<file path="src/rtl/core/srdf_pkg.sv">
package srdf_pkg;

	typedef enum logic [2:0] {
		RADIX_BIN = 3'd0,
		RADIX_OCT = 3'd1,
		RADIX_DEC = 3'd2,
		RADIX_HEX = 3'd3,
		RADIX_BCD = 3'd4
	} radix_t;

	localparam logic [6:0] CH_MINUS = 7'h2D;
	localparam logic [6:0] CH_ZERO  = 7'h30;
	localparam logic [6:0] CH_ONE   = 7'h31;
	localparam logic [6:0] CH_ALPHA = 7'h37;

	function automatic logic [6:0] glyph(input logic [3:0] d);
		logic [6:0] g;
		if (d < 4'd10) begin
			g = CH_ZERO + {3'b000, d};
		end else begin
			g = CH_ALPHA + {3'b000, d};
		end
		return g;
	endfunction

endpackage

</file>
<file path="src/rtl/core/srdf_dabble.sv">
module srdf_dabble #(
	parameter int NDEC = 10
) (
	input  logic [4*NDEC-1:0] bcd,
	input  logic              shift_in,
	output logic [4*NDEC-1:0] bcd_next
);

	logic [4*NDEC-1:0] adj;

	// Each decimal digit of five or more is corrected by three before the shift.
	always_comb begin
		for (int i = 0; i < NDEC; i++) begin
			if (bcd[4*i +: 4] >= 4'd5) begin
				adj[4*i +: 4] = bcd[4*i +: 4] + 4'd3;
			end else begin
				adj[4*i +: 4] = bcd[4*i +: 4];
			end
		end
	end

	assign bcd_next = {adj[4*NDEC-2:0], shift_in};

endmodule

</file>
<file path="src/rtl/core/srdf_char_sel.sv">
module srdf_char_sel #(
	parameter int VALUE_WIDTH = 32,
	parameter int NDEC        = 10
) (
	input  srdf_pkg::radix_t                   mode,
	input  logic [$clog2(VALUE_WIDTH)-1:0]     idx,
	input  logic [1:0]                         bit_sel,
	input  logic [VALUE_WIDTH-1:0]             mag,
	input  logic [4*NDEC-1:0]                  bcd,
	output logic [3:0]                         digit,
	output logic [6:0]                         character
);

	import srdf_pkg::*;

	localparam int NOCT = (VALUE_WIDTH + 2) / 3;
	localparam int NHEX = (VALUE_WIDTH + 3) / 4;
	localparam int OW   = 3 * NOCT;
	localparam int HW   = 4 * NHEX;

	logic [OW-1:0] mag_o;
	logic [HW-1:0] mag_h;

	assign mag_o = OW'(mag);
	assign mag_h = HW'(mag);

	always_comb begin
		case (mode)
			RADIX_BIN: begin
				digit = {3'b000, mag[idx]};
			end
			RADIX_OCT: begin
				digit = {1'b0, mag_o[3*idx +: 3]};
			end
			RADIX_HEX: begin
				digit = mag_h[4*idx +: 4];
			end
			RADIX_DEC, RADIX_BCD: begin
				digit = bcd[4*idx +: 4];
			end
			default: begin
				digit = 4'd0;
			end
		endcase
	end

	always_comb begin
		if (mode == RADIX_BCD) begin
			character = digit[bit_sel] ? CH_ONE : CH_ZERO;
		end else begin
			character = glyph(digit);
		end
	end

endmodule

</file>
<file path="src/rtl/core/signed_radix_digit_formatter.sv">
// An item with a decimal or BCD command first passes through the shift-add-3
// converter; binary, octal and hex items skip that step.
// Leading zero digits are then skipped, and one character leaves per cycle unless the output stalls.
// The block handles one item at a time.
// An undefined command is accepted and gives no character.
// arst_n clears the sequencer and the output valid; data registers are not reset.
module signed_radix_digit_formatter #(
	parameter int VALUE_WIDTH = 32
) (
	input  logic                          clk,
	input  logic                          arst_n,
	input  logic                          src_valid,
	output logic                          src_ready,
	input  logic signed [VALUE_WIDTH-1:0] value,
	input  logic [2:0]                    command,
	output logic                          dst_valid,
	input  logic                          dst_ready,
	output logic [6:0]                    character,
	output logic                          last
);

	import srdf_pkg::*;

	localparam int IW   = $clog2(VALUE_WIDTH);
	localparam int NDEC = (VALUE_WIDTH * 1233) / 4096 + 1;
	localparam int NOCT = (VALUE_WIDTH + 2) / 3;
	localparam int NHEX = (VALUE_WIDTH + 3) / 4;

	localparam logic [IW-1:0] TOP_BIN = IW'(VALUE_WIDTH - 1);
	localparam logic [IW-1:0] TOP_OCT = IW'(NOCT - 1);
	localparam logic [IW-1:0] TOP_HEX = IW'(NHEX - 1);
	localparam logic [IW-1:0] TOP_DEC = IW'(NDEC - 1);

	typedef enum logic [4:0] {
		ST_IDLE = 5'b00001,
		ST_CONV = 5'b00010,
		ST_SIGN = 5'b00100,
		ST_SCAN = 5'b01000,
		ST_EMIT = 5'b10000
	} state_t;

	state_t                   state_q, state_d;
	radix_t                   mode_q;
	logic                     neg_q;
	logic [IW-1:0]            idx_q, idx_d;
	logic [1:0]               bit_q, bit_d;
	logic [VALUE_WIDTH-1:0]   mag_q;
	logic [4*NDEC-1:0]        bcd_q;
	logic [4*NDEC-1:0]        bcd_next;
	logic                     dst_valid_q;
	logic [6:0]               character_q;
	logic                     last_q;

	logic                     accept;
	logic                     cmd_ok;
	logic                     neg_in;
	logic [VALUE_WIDTH-1:0]   mag_in;
	logic                     out_load;
	logic                     out_en;
	logic [6:0]               out_char;
	logic                     out_last;
	logic                     emit_last;
	logic [3:0]               digit;
	logic [6:0]               sel_char;

	assign src_ready = (state_q == ST_IDLE);
	assign accept    = src_valid && src_ready;
	assign cmd_ok    = (command <= RADIX_BCD);
	assign neg_in    = value[VALUE_WIDTH-1];
	assign mag_in    = neg_in ? $unsigned(-value) : $unsigned(value);
	assign out_load  = !dst_valid_q || dst_ready;
	assign emit_last = (idx_q == '0) && ((mode_q != RADIX_BCD) || (bit_q == 2'd0));

	srdf_dabble #(
		.NDEC(NDEC)
	) u_dabble (
		.bcd     (bcd_q),
		.shift_in(mag_q[VALUE_WIDTH-1]),
		.bcd_next(bcd_next)
	);

	srdf_char_sel #(
		.VALUE_WIDTH(VALUE_WIDTH),
		.NDEC       (NDEC)
	) u_char_sel (
		.mode     (mode_q),
		.idx      (idx_q),
		.bit_sel  (bit_q),
		.mag      (mag_q),
		.bcd      (bcd_q),
		.digit    (digit),
		.character(sel_char)
	);

	always_comb begin
		state_d  = state_q;
		idx_d    = idx_q;
		bit_d    = bit_q;
		out_en   = 1'b0;
		out_char = sel_char;
		out_last = 1'b0;
		case (state_q)
			ST_IDLE: begin
				if (accept && cmd_ok) begin
					bit_d = 2'd3;
					case (command)
						RADIX_DEC, RADIX_BCD: begin
							state_d = ST_CONV;
							idx_d   = TOP_BIN;
						end
						RADIX_BIN: begin
							state_d = neg_in ? ST_SIGN : ST_SCAN;
							idx_d   = TOP_BIN;
						end
						RADIX_OCT: begin
							state_d = neg_in ? ST_SIGN : ST_SCAN;
							idx_d   = TOP_OCT;
						end
						default: begin
							state_d = neg_in ? ST_SIGN : ST_SCAN;
							idx_d   = TOP_HEX;
						end
					endcase
				end
			end
			ST_CONV: begin
				if (idx_q == '0) begin
					idx_d   = TOP_DEC;
					state_d = neg_q ? ST_SIGN : ST_SCAN;
				end else begin
					idx_d = idx_q - 1'b1;
				end
			end
			ST_SIGN: begin
				if (out_load) begin
					out_en   = 1'b1;
					out_char = CH_MINUS;
					state_d  = ST_SCAN;
				end
			end
			ST_SCAN: begin
				if ((idx_q != '0) && (digit == 4'd0)) begin
					idx_d = idx_q - 1'b1;
				end else begin
					state_d = ST_EMIT;
				end
			end
			ST_EMIT: begin
				if (out_load) begin
					out_en   = 1'b1;
					out_last = emit_last;
					if ((mode_q == RADIX_BCD) && (bit_q != 2'd0)) begin
						bit_d = bit_q - 1'b1;
					end else begin
						bit_d = 2'd3;
						if (idx_q == '0) begin
							state_d = ST_IDLE;
						end else begin
							idx_d = idx_q - 1'b1;
						end
					end
				end
			end
			default: begin
				state_d = ST_IDLE;
			end
		endcase
	end

	always_ff @(posedge clk or negedge arst_n) begin
		if (!arst_n) begin
			state_q     <= ST_IDLE;
			mode_q      <= RADIX_BIN;
			neg_q       <= 1'b0;
			idx_q       <= '0;
			bit_q       <= 2'd3;
			dst_valid_q <= 1'b0;
		end else begin
			state_q <= state_d;
			idx_q   <= idx_d;
			bit_q   <= bit_d;
			if (accept && cmd_ok) begin
				mode_q <= radix_t'(command);
				neg_q  <= neg_in;
			end
			if (out_en) begin
				dst_valid_q <= 1'b1;
			end else if (dst_ready) begin
				dst_valid_q <= 1'b0;
			end
		end
	end

	always_ff @(posedge clk) begin
		if (accept && cmd_ok) begin
			mag_q <= mag_in;
			bcd_q <= '0;
		end else if (state_q == ST_CONV) begin
			mag_q <= {mag_q[VALUE_WIDTH-2:0], 1'b0};
			bcd_q <= bcd_next;
		end
		if (out_en) begin
			character_q <= out_char;
			last_q      <= out_last;
		end
	end

	assign dst_valid = dst_valid_q;
	assign character = character_q;
	assign last      = last_q;

	a_start: assert property (@(posedge clk) disable iff (!arst_n)
		(src_valid && src_ready && (command <= RADIX_BCD)) |=> (state_q != ST_IDLE))
		else $error("valid item accepted but sequencer stayed idle");

	a_bit_idle: assert property (@(posedge clk) disable iff (!arst_n)
		(state_q != ST_EMIT) |-> (bit_q == 2'd3))
		else $error("BCD bit counter not rewound outside emission");

	a_hex_range: assert property (@(posedge clk) disable iff (!arst_n)
		((state_q == ST_EMIT) && (mode_q == RADIX_HEX)) |-> (idx_q <= TOP_HEX))
		else $error("hex digit index beyond top digit");

	a_minus_not_last: assert property (@(posedge clk) disable iff (!arst_n)
		(dst_valid_q && (character_q == CH_MINUS)) |-> !last_q)
		else $error("sign character flagged as last");

endmodule

</file>
<file path="config.mk">
export PLATFORM = sky130hd
export DESIGN_NAME = signed_radix_digit_formatter
export DESIGN_NICKNAME = d
export VERILOG_FILES = /design/src/rtl/core/srdf_pkg.sv /design/src/rtl/core/srdf_dabble.sv /design/src/rtl/core/srdf_char_sel.sv /design/src/rtl/core/signed_radix_digit_formatter.sv
export SDC_FILE = /design/constraint.sdc
export NUM_CORES = 1
export LEC_CHECK = 0
export BUFFER_PORTS_ARGS = -buffer_cell sky130_fd_sc_hd__buf_2
export CAP_MARGIN = 20
export CORE_AREA = 2 2 132 134
export CTS_BUF_LIST = sky130_fd_sc_hd__clkbuf_8
export CTS_CLUSTER_DIAMETER = 50
export DETAILED_ROUTE_END_ITERATION = 7
export DIE_AREA = 0 0 134 136
export GPL_TIMING_DRIVEN = 1
export SYNTH_ARGS = -nofsm -noshare
export SYNTH_HDL_FRONTEND = slang
export SYNTH_HIERARCHICAL = 1
export SYNTH_SLANG_ARGS = --single-unit
</file>
<file path="constraint.sdc">
create_clock -name clk -period 3.9 [get_ports clk]
set_input_delay 0.39 -clock clk [delete_from_list [all_inputs] [get_ports clk]]
set_output_delay 0.39 -clock clk [all_outputs]
set_load 0.02 [all_outputs]
</file>
==> flow_summary.ini <==
[outcome]
outcome = finished, final reports clean

[die]
core_um2 = 16900
die_h_um = 136
dieWidth_um = 134
rows = 48
ioPinCount = 49
dieArea_um2 = 18200
start_util = 0.433

[cts]
clk_pin_slew_worst_paths_ps = 100
cts_tree = yes
cts.sinks = 97
h-tree-depth = 3
clockRootBuffer = clkbuf_8
numCtsBuffers = 9
cts.path.max_buffers = 2
clk_latency_ps = 390

[finish]
postLayoutCellArea_um2 = 7990
drive_gt1_frac = 0.177
num-nets-final = 933
final_cells = 1100
final_util = 0.473
num-fill-cells = 1645
antenna_cells = 0
synthToLayoutAreaGrowth_pct = 9.43

[sta]
rsz0062_at_grt = no
worst_pin_slew_ps = 928
final.period_utilization = 0.931
fin_tns_setup_ps = 0
fmax_mhz = 275
slew_violations = 0
hold_violations = 0
period_minus_slack_ps = 3630
finClkSkew_ps = 13.4
relSlewSlack = 0.380
setup_violations = 0

[place]
place.gp.congestion = 0.905
dpl.hpwl_um = 12600
dpl_cell_area_um2 = 7740
place_inst = 1083
io_buffers = 48

[yosys]
syn_area_um2 = 7300
synth.avg_cell_area_um2 = 8.70
synth_warnings = 6
synth_cells = 839
ys.flop_type = edfxtp_1
async_flop_share = 0.175
yosysUniqueCellTypes = 81
synth-seq-area-share = 0.333
synth_seq_cells = 97
syn-num-nets = 902
synth_edf_count = 40

[worst_setup_path]
critPathCaptureType = flip-flop
cp.required_ps = 4190
max_stage_delay_ps = 570
crit_type = reg2reg
path_delay_family = simple AND/OR/NAND/NOR gates
critPathBufInv = 2
cpMaxStageDelayCell = mux4_1
crit_chain = buf_12 -> mux4_1 -> mux2i_1 -> nor4b_1 -> nor4_4 -> inv_1 -> nor4_2 -> nand2_1 -> a311oi_2 -> nand2_1 -> mux2_2
critPathMaxFanout = 24
cpMostUsedCell = nand2_1
critPathArrivalTime_ps = 3920
cp-start-kind = flip-flop

[drt]
vias = 6089
detail_route.iter0.violations = 468
wl_per_cell_um = 15.8
viasPerCell = 5.54
antenna_left = 0
first_pass_iters = 5
post-route-drc-count = 0
wl_um = 17300

[global_routing]
grt_max_degree = 47
overflow = 0
grt_first_pass_wirelength_um = 28700
antenna_found_initial = 0
grt_pass1_vias = 5582
track_usage = 0.197

[power_and_ir_drop]
leakagePower_uw = 0.00321
power_density_nw_per_um2 = 538
ir_drop_mv = 0.348

[hold_path]
timing.hold.worst.class = in2reg

[job]
max-cap-violations = 0
-- worst register-to-register path, cell delays in order, from the launching register on --
cell,delay (ps)
dfrtp_2,490
buf_12,210
mux4_1,590
mux2i_1,150
nor4b_1,100
nor4_4,400
inv_1,170
nor4_2,390
nand2_1,130
a311oi_2,360
nand2_1,230
mux2_2,320
-- cell type report --
cell class,instances,area (um2),area share
Inverter,34,128,0.0160
Multi-Input combinational cell,659,4510,0.565
Tap cell,225,282,0.0352
Clock inverter,5,71.3,0.00893
Clock buffer,11,151,0.0190
Timing Repair Buffer,69,413,0.0517
Sequential cell,97,2430,0.304
-- synthesized netlist by cell type (4+ instances only) --
master,n,area (um2)
a21oi_1,60,300
a21oi_2,10,87.6
a31oi_1,4,25.0
buf_2,8,40.0
buf_6,4,45.0
clkbuf_1,30,113
dfrtp_1,14,350
dfxtp_1,40,801
edfxtp_1,40,1200
ha_1,24,300
inv_1,33,124
mux2_2,5,56.3
mux2i_1,28,280
mux4_2,24,541
nand2_1,185,694
nand2b_1,34,213
nand3_1,9,45.0
nand4_1,4,25.0
nor2_1,31,116
nor2b_1,6,37.5
nor3_1,10,50.1
nor4_1,6,37.5
o21ai_0,47,235
o21ai_1,17,85.1
o221ai_1,4,35.0
o31ai_1,10,75.1
o41ai_1,8,70.1
or2_2,7,43.8
or3_1,7,43.8
xnor2_1,13,114
xor2_1,34,298
-- logic make-up (layout without fill, tap and decap cells) --
logic type	after synthesis	after routing	share of synthesized area
AO/OA/AOI/OAI	203	203	0.180
XOR/XNOR	47	47	0.0564
adder cells (fa/ha/maj)	24	24	0.0411
buffers and inverters	83	119	0.0521
flip-flops	97	97	0.333
multiplexers	58	58	0.124
AND/OR/NAND/NOR	327	327	0.214
-- sequential cells by signal, summed over array words and instances, names as in the netlist, 2 cells and up --
name / count
bit_q: 2
idx_q: 5
bcd_q: 40
mode_q: 3
state_q: 5
character: 7
mag_q: 32
-- metrics by stage --
| stage | setup WS, ps | total power [uW] | hold slack (ps) |
|---|---|---|---|
| floorplan | 511 | 3000 | 94.4 |
| global placement | 288 | 3510 | 352 |
| detailed placement | 160 | 3510 | 351 |
| CTS | 125 | 4270 | 266 |
| global route | 21.6 | 4580 | 306 |
| finish | 269 | 4300 | 278 |
-- final timing paths --
kind / slack [ps] / depth (start not counted) / from / end
worst max register to register: 270 / 11 / idx_q[0] / idx_q[0]
max in group asynchronous: 3110 / 2 / arst_n / bit_q[1]
worst max-delay path: 270 / 11 / idx_q[0] / idx_q[0]
min in group asynchronous: 450 / 2 / arst_n / state_q[2]
worst min register to register: 480 / 2 / bcd_q[37] / bcd_q[37]
worst min-delay path: 280 / 3 / command[2] / mode_q[2]
-- repair_timing --
item,in CTS,in global routing
hold endpoints to repair,14,0
setup endpoints to repair,0,5
resized for setup,0,2
hold buffers,1,0
setup buffers,0,0
-- power breakdown --
group          total [uW]  switching (uW)  internal, uW
Combinational        1950            1090           864
Sequential           1590             270          1320
Clock                 762             372           390
-- layer usage --
layer	vias up	GRT usage	wire, um	part of all wire
li1	3059	-	-	-
met1	2840	0.273	8440	0.49
met2	157	0.315	7820	0.45
met3	33	0.0302	683	0.039
met4	0	0.0686	405	0.023
met5	-	0	0	0
-- layout by cell type, fill, tap and decap left out, drive strengths merged, types with 8 or more instances in the layout --
cell,netlist,routed
dfxtp,40,40
mux2i,28,28
o41ai,11,11
xor2,34,34
inv,33,35
nor3,11,11
or2,8,8
o21ai,65,65
buf,18,68
clkbuf,31,11
xnor2,13,13
mux4,25,25
nand2b,35,35
nand3,9,9
nand2,185,185
dfrtp,14,14
nor2,31,31
edfxtp,40,40
o31ai,10,10
a21oi,70,70
ha,24,24
Power figures use the tool's default switching activity.
